===== config.mk =====
export PLATFORM = sky130hd
export DESIGN_NAME = rsd_div
export DESIGN_NICKNAME = d
export VERILOG_FILES = /design/src/sv/rsd_div.sv
export SDC_FILE = /design/constraint.sdc
export NUM_CORES = 1
export LEC_CHECK = 0
export BUFFER_PORTS_ARGS = -buffer_cell sky130_fd_sc_hd__buf_4
export CORE_UTILIZATION = 45
export CTS_CLUSTER_SIZE = 30
export DETAILED_ROUTE_END_ITERATION = 6
export MAX_ROUTING_LAYER = met4
export SYNTH_ARGS = -nofsm -noshare
export SYNTH_HDL_FRONTEND = slang
export SYNTH_SLANG_ARGS = --single-unit

===== constraint.sdc =====
create_clock -name clk -period 14.1 [get_ports clk]
set_clock_uncertainty 0.1 [all_clocks]
set_input_delay 2.82 -clock clk [delete_from_list [all_inputs] [get_ports clk]]
set_output_delay 2.82 -clock clk [all_outputs]
set_load 0.03 [all_outputs]

===== src/sv/rsd_div.sv =====
// ----------------------------------------------------------------------------
// rsd_div
// Pipelined restoring divider, STEPS quotient bits per stage, with the
// quotient saturated to all ones when it does not fit in Q_W bits.
// ----------------------------------------------------------------------------
`default_nettype none

module rsd_div #(
  parameter int NUM_W = 29,
  parameter int DEN_W = 15,
  parameter int Q_W   = 22,
  parameter int SB_W  = 1,
  parameter int STEPS = 4
) (
  input  wire logic             clk,
  input  wire logic             rst,
  input  wire logic             adv,
  input  wire logic             in_valid,
  input  wire logic [NUM_W-1:0] num,
  input  wire logic [DEN_W-1:0] den,
  input  wire logic [SB_W-1:0]  sb_in,
  output logic                  out_valid,
  output logic [Q_W-1:0]        quo,
  output logic [SB_W-1:0]       sb_out
);

  localparam int NS = (Q_W + STEPS - 1) / STEPS;
  localparam int HW = NUM_W - Q_W;
  localparam int CW = (HW > DEN_W) ? HW : DEN_W;

  logic             vld   [NS+1];
  logic             ovf   [NS+1];
  logic [DEN_W-1:0] rem   [NS+1];
  logic [DEN_W-1:0] den_r [NS+1];
  logic [Q_W-1:0]   quo_r [NS+1];
  logic [Q_W-1:0]   lo    [NS+1];
  logic [SB_W-1:0]  sb    [NS+1];

  logic [CW-1:0] hi_ext;
  logic [CW-1:0] den_ext;

  // upper numerator bits decide overflow and seed the remainder
  assign hi_ext  = CW'(num[NUM_W-1:Q_W]);
  assign den_ext = CW'(den);

  always_ff @(posedge clk) begin
    if (rst) begin
      vld[0] <= 1'b0;
    end else if (adv) begin
      vld[0] <= in_valid;
    end
  end

  always_ff @(posedge clk) begin
    if (adv) begin
      ovf[0]   <= (hi_ext >= den_ext);
      rem[0]   <= hi_ext[DEN_W-1:0];
      den_r[0] <= den;
      quo_r[0] <= '0;
      lo[0]    <= num[Q_W-1:0];
      sb[0]    <= sb_in;
    end
  end

  for (genvar s = 1; s <= NS; s++) begin : g_stg
    logic [DEN_W-1:0] rem_c;
    logic [Q_W-1:0]   quo_c;
    logic [Q_W-1:0]   lo_c;
    logic [DEN_W:0]   t;

    // shift in one numerator bit, subtract when it fits
    always_comb begin
      rem_c = rem[s-1];
      quo_c = quo_r[s-1];
      lo_c  = lo[s-1];
      t     = '0;
      for (int j = 0; j < STEPS; j++) begin
        if ((s - 1) * STEPS + j < Q_W) begin
          t    = {rem_c, lo_c[Q_W-1]};
          lo_c = lo_c << 1;
          if (t >= {1'b0, den_r[s-1]}) begin
            t     = t - {1'b0, den_r[s-1]};
            quo_c = {quo_c[Q_W-2:0], 1'b1};
          end else begin
            quo_c = {quo_c[Q_W-2:0], 1'b0};
          end
          rem_c = t[DEN_W-1:0];
        end
      end
    end

    always_ff @(posedge clk) begin
      if (rst) begin
        vld[s] <= 1'b0;
      end else if (adv) begin
        vld[s] <= vld[s-1];
      end
    end

    always_ff @(posedge clk) begin
      if (adv) begin
        ovf[s]   <= ovf[s-1];
        rem[s]   <= rem_c;
        den_r[s] <= den_r[s-1];
        quo_r[s] <= quo_c;
        lo[s]    <= lo_c;
        sb[s]    <= sb[s-1];
      end
    end
  end

  assign out_valid = vld[NS];
  assign quo       = ovf[NS] ? '1 : quo_r[NS];
  assign sb_out    = sb[NS];

endmodule

`default_nettype wire


==> summary.md <==
| Metric | Value |
|---|---|
| Status | `finished clean` |
| First-pass GRT wire length | `122 mm` |
| Area contributors post-synth | `edfxtp_1 36%, ha_1 14%, xnor2_1 4.6%` |
| Row cnt | `92` |
| I/O pin total | `73` |
| Setup WS pre-CTS | `1190 ps` |
| Hold Path Class | `reg2reg` |
| Cell total after placement | `3813` |
| Crit path arrival time | `13250 ps` |
| CP Data Required Time | `14350 ps` |
| Worst Setup Slack, final | `1100 ps` |
| Routed len/inst | `20.0 um` |
| Share of cells above drive strength 1 | `10.8%` |
| Antenna Nets Post-Route | `0` |
| Crit path max-delay cell type | `a22o_1` |
| Die area | `65100 sq um` |
| Final min period | `13000 ps` |
| TritonCTS clock tree | `built` |
| Total iterations of the first detailed-routing run | `6` |
| RSZ-0062 raised after global routing | `false` |
| Total CTS buffers | `44` |
| Core Util, Final | `50.3%` |
| Post-Syn Instances | `2937` |
| Clock Path Buffers | `3` |
| Setup TNS | `0 ps` |
| Number of global-route vias before repair | `22.2k` |
| GRT busiest layer | `met2` |
| Critical path class | `reg2reg` |
| Distinct cell type count after synthesis | `89` |
| Layout area overhead | `10.1%` |
| Sequential fraction of the synthesis area | `36.1%` |
| Crit share post-route | `92.2%` |
| Starting Density | `45.7%` |
| Crit path capture type | `flip-flop` |
| Clock sinks | `347` |
| Clk_lat worst skew | `590 ps` |
| Syn_area_per_cell | `9.82 sq um` |
| Area leader, netlist | `edfxtp_1` |
| Storage cell area | `10400 sq um` |
| Starting DRT DRC Count | `1572` |
| Top-area cell type share of the netlist area | `36.1%` |
| Die Height | `255 um` |
| Layout Cells excl Fill | `3893` |
| Footprint of the multi-input gates | `17300 sq um` |
| Clk root buf | `clkbuf_16` |
| Die Wd | `255 um` |
| Vias/cell | `5.87` |
| Clock-pin slew on the worst setup and hold paths | `60 ps` |
| Max Transition Viols Final | `0` |
| ANT cells | `0` |
| Hold_buf cts | `0` |
| Most Frequent Cell on Critical Path | `o21ai_0` |
| Post-CTS Setup Inserts | `0` |
| Largest net degree at the start of global routing | `78` |
| Drt total wl | `77.8 mm` |
| CTS resizes | `0` |
| Ys Warns | `0` |
| Final RePlAce weighted congestion | `0.968` |
| Crit path largest cell delay | `740 ps` |
| Final count of hold timing violations | `0` |
| CP Max Fanout | `28` |
| Vias | `22.8k` |
| Total GRT Usage | `24.6%` |
| Fillers | `5768` |
| EDFF count, synth | `347` |
| Buffers on Ports | `72` |
| Met3 global-route usage | `2.87%` |
| Most frequent cells after synthesis | `347 x edfxtp_1, 330 x ha_1, 237 x inv_1` |
| Count leader, synth | `edfxtp_1` |
| Worst-Margin Slew | `1190 ps` |
| Setup crit start kind | `flip-flop` |
| Worst slew margin | `19.9%` |
| DRC | `0` |
| Post-synth ARST share | `0%` |
| MaxCap Viol Count | `0` |
| Initial antenna violation count | `0` |
| Post-synth top flop | `edfxtp_1` |
| Core Region | `63200 sq um` |
| Layout Nets | `3413` |
| DP HPWL | `60.8 mm` |
| #FFs+latches synth | `347` |
| Routing usage on met1 | `31.0%` |
| Grt ovf | `0` |
| Peak Freq | `76.9 MHz` |
| GR Util met2 | `40.9%` |
| Setup-failing EPs final | `0` |
| Post-Syn Area | `28900 sq um` |
| H-Tree Depth | `2` |
| Syn nets | `3337` |
[cell families after synthesis]
kind of cell,count (synthesis),synth area share (%)
adders and majority gates,351,15.8
buffers and inverters,293,3.95
DFF,347,36.1
xor gates and xnor gates,226,6.86
muxes,147,5.55
and+or+nand+nor,769,13.6
AOI/OAI and AO/OA,804,18.2
[through the flow]
step                instance area [sq um]  hold slack (ps)
finish                              31800              294
detailed placement                  30300              305
CTS                                 31800              291
floorplan                           28900              300
global placement                    30300              301
global route                        31800              296
[cells in the final DEF, fill, tap and decap left out, types with 22 or more instances in the layout]
master	instances
edfxtp_1	347
ha_1	330
inv_1	237
a21oi_1	234
nor2_1	188
o21ai_0	171
nand2_1	168
xnor2_1	153
mux2_2	100
buf_4	83
xor2_1	73
a21o_1	68
nor3_1	56
nor2b_1	54
or2_2	49
nand4_1	49
o21a_1	47
nand3_1	46
mux2i_1	46
clkbuf_16	46
nand2b_1	42
a31oi_1	27
o21bai_1	24
and3_1	23
and2_1	23
o221ai_1	23
a21boi_0	22
[final timing paths]
kind / start / endpoint / slack [ps] / cells after the start
min reg2reg: lo[0][17] / lo[1][21] / 290 / 0
max: den_r[2][1] / rem[3][9] / 1100 / 40
min: lo[0][17] / lo[1][21] / 290 / 0
max reg2reg: den_r[2][1] / rem[3][9] / 1100 / 40
[layout make-up]
class | instances | share of cell area, %
Multi-Input combinational cell | 2297 | 54.5
Sequential cell | 347 | 32.8
Clock buffer | 50 | 3.67
Tap cell | 846 | 3.33
Inverter | 239 | 2.84
Timing Repair Buffer | 84 | 2.01
Clock inverter | 30 | 0.886
[sequential cells by signal, summed over array words and instances, names as in the netlist]
name,count
den_r,90
vld,7
ovf,7
lo,72
quo_r,82
sb,7
rem,82
[per-layer routing]
metal	wire length [um]	share of wire, %	up-vias
met3	3670	4.7	147
met2	37600	48	670
met4	2470	3.2	0
met5	0	0	-
met1	34100	44	10909
li1	-	-	11120
[worst max-delay path: cells and delay by family, from the launching register on]
family / cells / cell delay, ps
compound gates: 22 / 6820
buf+inv: 4 / 1030
fa+ha+maj: 4 / 1760
flops: 1 / 720
simple gates: 10 / 2300
Power is not shown: default switching activity piles up to over one toggle a cycle in this logic, so the estimate is an artifact.
