**config.mk**
```make
export PLATFORM = sky130hd
export DESIGN_NAME = rsd_isqrt
export DESIGN_NICKNAME = d
export VERILOG_FILES = /design/src/sv/rsd_isqrt.sv
export SDC_FILE = /design/constraint.sdc
export NUM_CORES = 1
export LEC_CHECK = 0
export ABC_CLOCK_PERIOD_IN_PS = 12400
export BUFFER_PORTS_ARGS = -buffer_cell sky130_fd_sc_hd__buf_2
export CAP_MARGIN = 20
export CORE_UTILIZATION = 45
export DETAILED_ROUTE_END_ITERATION = 6
export PLACE_DENSITY_LB_ADDON = 0.25
export SLEW_MARGIN = 20
export SYNTH_ARGS = -nofsm -noshare
export SYNTH_HDL_FRONTEND = slang
export SYNTH_SLANG_ARGS = --single-unit
```
**constraint.sdc**
```tcl
create_clock -name clk -period 12.4 [get_ports clk]
set_input_delay 0.62 -clock clk [delete_from_list [all_inputs] [get_ports clk]]
set_output_delay 0.62 -clock clk [all_outputs]
set_load 0.1 [all_outputs]
```
**src/sv/rsd_isqrt.sv**
```systemverilog
// ----------------------------------------------------------------------------
// rsd_isqrt
// Pipelined digit-by-digit integer square root, STEPS result bits per stage.
// ----------------------------------------------------------------------------
`default_nettype none

module rsd_isqrt #(
  parameter int IN_W  = 30,
  parameter int R_W   = 15,
  parameter int SB_W  = 1,
  parameter int STEPS = 4
) (
  input  wire logic            clk,
  input  wire logic            rst,
  input  wire logic            adv,
  input  wire logic            in_valid,
  input  wire logic [IN_W-1:0] rad,
  input  wire logic [SB_W-1:0] sb_in,
  output logic                 out_valid,
  output logic [R_W-1:0]       root,
  output logic [SB_W-1:0]      sb_out
);

  localparam int NS = (R_W + STEPS - 1) / STEPS;

  logic            vld  [NS+1];
  logic [R_W:0]    rem  [NS+1];
  logic [R_W-1:0]  rt   [NS+1];
  logic [IN_W-1:0] rd   [NS+1];
  logic [SB_W-1:0] sb   [NS+1];

  // entry register
  always_ff @(posedge clk) begin
    if (rst) begin
      vld[0] <= 1'b0;
    end else if (adv) begin
      vld[0] <= in_valid;
    end
  end

  always_ff @(posedge clk) begin
    if (adv) begin
      rem[0] <= '0;
      rt[0]  <= '0;
      rd[0]  <= rad;
      sb[0]  <= sb_in;
    end
  end

  for (genvar s = 1; s <= NS; s++) begin : g_stg
    logic [R_W:0]    rem_c;
    logic [R_W-1:0]  rt_c;
    logic [IN_W-1:0] rd_c;
    logic [R_W+2:0]  t;
    logic [R_W+2:0]  trial;

    // two radicand bits per result bit
    always_comb begin
      rem_c = rem[s-1];
      rt_c  = rt[s-1];
      rd_c  = rd[s-1];
      t     = '0;
      trial = '0;
      for (int j = 0; j < STEPS; j++) begin
        if ((s - 1) * STEPS + j < R_W) begin
          t     = {rem_c, rd_c[IN_W-1:IN_W-2]};
          trial = (R_W + 3)'({rt_c, 2'b01});
          rd_c  = rd_c << 2;
          if (t >= trial) begin
            t    = t - trial;
            rt_c = {rt_c[R_W-2:0], 1'b1};
          end else begin
            rt_c = {rt_c[R_W-2:0], 1'b0};
          end
          rem_c = t[R_W:0];
        end
      end
    end

    always_ff @(posedge clk) begin
      if (rst) begin
        vld[s] <= 1'b0;
      end else if (adv) begin
        vld[s] <= vld[s-1];
      end
    end

    always_ff @(posedge clk) begin
      if (adv) begin
        rem[s] <= rem_c;
        rt[s]  <= rt_c;
        rd[s]  <= rd_c;
        sb[s]  <= sb[s-1];
      end
    end
  end

  assign out_valid = vld[NS];
  assign root      = rt[NS];
  assign sb_out    = sb[NS];

endmodule

`default_nettype wire

```
==> out/qor.txt <==
fill cell count -> 2826
maximum vdd drop -> 0.000102 V
NumNets Final -> 1760
Buffers on Ports -> 51
clock network power share -> 14.4%
ys async rst share -> 0%
total of max-cap violations -> 0
Setup CP Type -> flop to flop
switching power -> 0.00173 W
cell taking the most area after synthesis -> edfxtp_1
initial antenna violation count -> 0
required time of the critical path -> 12.60 ns
Avg Cell Area, Syn -> 9.21 sq um
CP Data Arrival Time -> 11.72 ns
Period minus WS final -> 11.52 ns
DPL Wire Length -> 27600 um
sequential share of power -> 22.8%
Worst R2R Path Depth -> 42
critical path's most frequent cell -> a21oi_1
simple-gate area share of the yosys netlist -> 18.5%
share of cells above drive strength 1 -> 9.54%
flop-to-flop setup slack -> 0.88 ns
leakage power -> 6.34 nW
P per Cell Area -> 240 nW/um^2
Synth-to-Final Area Change -> 8.79%
clk sink count -> 169
grt ovf -> 0
Crit Path Max Fanout -> 15
RSZ-0062 raised after global routing -> false
main area contributors after synthesis -> edfxtp_1 36%, ha_1 12%, xnor2_1 5.1%
Die Footprint -> 32300 sq um
Final Hold Vio Count -> 0
row cnt -> 64
Max Slew Vio Count -> 0
largest family of logic cells by synthesized area -> compound AO/OA/AOI/OAI gates
final total power -> 0.00372 W
routed vias/inst -> 5.91
Hold Path Sink -> rd[0][27]
r2r startpoint -> rt[0][31]
CTS tree -> built
Post-synth top flop -> edfxtp_1
RePlAce Congestion -> 0.943
Synth Area in Compound Gates -> 19.7%
worst slack, placed -> 1.14 ns
total routed wirelength -> 35700 um
vias in the first global route -> 11000
DR pass1 iterations -> 7
worst hold stages -> 1
CTS buffer count -> 17
dpl cell area -> 14900 sq um
crit path launch -> rt[0][31]
period utilization -> 92.9%
synthesized area -> 14200 sq um
adder-cell share of the synthesized area -> 11.8%
initial DRC count -> 970
Core Area -> 30800 sq um
mux cell area share after synthesis -> 2.80%
Final setup viols -> 0
register area share after synthesis -> 35.7%
via total after detailed routing -> 11800
maximum clock frequency -> 86.8 MHz
number of synthesized flops with an enable pin -> 169
Starting Density -> 46.2%
Synth top cells by count -> 169 x edfxtp_1, 139 x nand2_1, 134 x ha_1
Comb power frac -> 62.8%
HP Start -> rad[27]
status -> finished, violations left
WL/cell -> 17.9 um
worst skew pair latency -> 0.45 ns
slew margin rel. -> 25.5%
cell area after layout -> 15500 sq um
xor-xnor portion of the synthesized cell area -> 7.38%
R2R Path End -> rem[0][59]
Clk pin slew, worst setup/hold paths -> 0.08 ns
FF+latch count, synth -> 169
Worst Setup Start Kind -> flop
# H-tree levels -> 4
Synth Instances -> 1545
Die W -> 180 um
switching share of power -> 46.6%
setup ws final -> 0.880 ns
largest net degree at the start of global routing -> 109
Setup TNS -> 0 ns
Max clock buf depth -> 2
post-synthesis cell type count -> 91
violated checks -> design-rule violations
share of the synthesized area in the top cell type -> 35.7%
# diodes -> 0
CP Capture Type -> flop
Tightest Pin Transition -> 1.10 ns
worst stage delay on the critical path -> 0.56 ns
first-pass GRT wire length -> 57600 um
Die H -> 180 um
GRT Total Usage -> 22.2%
Hold Path Class -> input pin to flop
Root Buffer -> clkbuf_16
top-count cell post-synth -> edfxtp_1
Synth Warn # -> 0
Worst Clk Skew -> 0.00961 ns
post-route ant nets -> 0
drc violations -> 2
Crit-path slowest cell -> o31ai_1
IO Pins -> 52
Pint -> 0.00199 W
[placed cells by master (no fill, tap or decap), drive strengths merged, types with 18 or more instances in the layout]
master	count
and2	19
nand2	140
a21o	33
nor2	104
edfxtp	169
mux2	19
buf	58
nand3	40
nand4	22
o21ai	98
nor3	52
o21a	22
a31oi	23
a21oi	105
ha	134
xor2	37
inv	125
xnor2	83
mux2i	18
o31ai	20
[metal layers]
layer / share of wire (%) / wire (um) / GRT usage (%) / up-vias
li1: - / - / - / 5862
met1: 47 / 16600 / 30.2 / 5580
met2: 46 / 16500 / 35.9 / 315
met3: 4.6 / 1650 / 2.98 / 63
met4: 2.7 / 974 / 8.76 / 0
met5: 0 / 0 / 0 / -
[critical path, delay by kind of cell, from the launching register on]
kind | cells | cell delay (ns)
multiplexers | 1 | 0.37
AO/OA/AOI/OAI | 19 | 4.17
buffers and inverters | 6 | 1.92
AND/OR/NAND/NOR | 12 | 2.73
flip-flops | 1 | 0.52
adder cells (fa/ha/maj) | 4 | 1.52
[registers in the layout, indices dropped and copies added (netlist names)]
name  count
rt       39
sb        5
rd       72
rem      48
vld       5
[metrics by stage]
stage / utilization [%] / std cells / hold slack [ns]
after CTS: 50.2 / 2000 / 0.320
after floorplan: - / 1546 / 0.400
after global routing: 50.2 / 2000 / 0.325
after detailed placement: 48.3 / 1968 / 0.405
after global placement: 48.3 / 1968 / 0.400
final: 50.2 / 2000 / 0.339
[timing repair]
item | 4_1_cts | 5_1_grt
hold buffers | 0 | 0
buffers inserted | 0 | 0
setup endpoints to repair | 0 | 1
gates resized for setup | 0 | 1
[power by group through the flow]
stage | registers, W | logic [W] | clock network [W]
3_5_place_dp | 0.000860 | 0.00229 | 0
3_3_place_gp | 0.000858 | 0.00227 | 0
5_1_grt | 0.000858 | 0.00259 | 0.000571
6_report | 0.000847 | 0.00234 | 0.000537
2_1_floorplan | 0.000873 | 0.00177 | 0
4_1_cts | 0.000847 | 0.00231 | 0.000549
[logic make-up (layout without fill, tap and decap cells)]
group | count (synthesis) | in the layout
flops | 169 | 169
fa+ha+maj | 134 | 134
xor+xnor | 120 | 120
buf+inv | 151 | 209
mux | 37 | 37
simple gates | 512 | 512
compound gates | 421 | 421
other cells | 1 | 2
[cell type report]
| cell class | count | area, sq um | share of cell area (%) |
|---|---|---|---|
| Tap cell | 396 | 495 | 3.20 |
| Sequential cell | 169 | 5070 | 32.8 |
| Multi-Input combinational cell | 1226 | 8570 | 55.4 |
| Clock inverter | 15 | 154 | 0.994 |
| Inverter | 119 | 450 | 2.91 |
| Clock buffer | 17 | 425 | 2.75 |
| Timing Repair Buffer | 58 | 314 | 2.03 |
[how the worst max path moves through the flow]
| stage | slack [ns] | cells after the start | to |
|---|---|---|---|
| floorplan | 2.72 | 47 | rem[0][54] |
| global placement | 0.99 | 41 | rem[0][59] |
| detailed placement | 1.14 | 41 | rem[0][59] |
| CTS | 1.08 | 41 | rem[0][59] |
| global route | 0.08 | 42 | rem[0][59] |
| finish | 0.88 | 42 | rem[0][59] |
No activity file was read; power rests on OpenSTA's default activity.
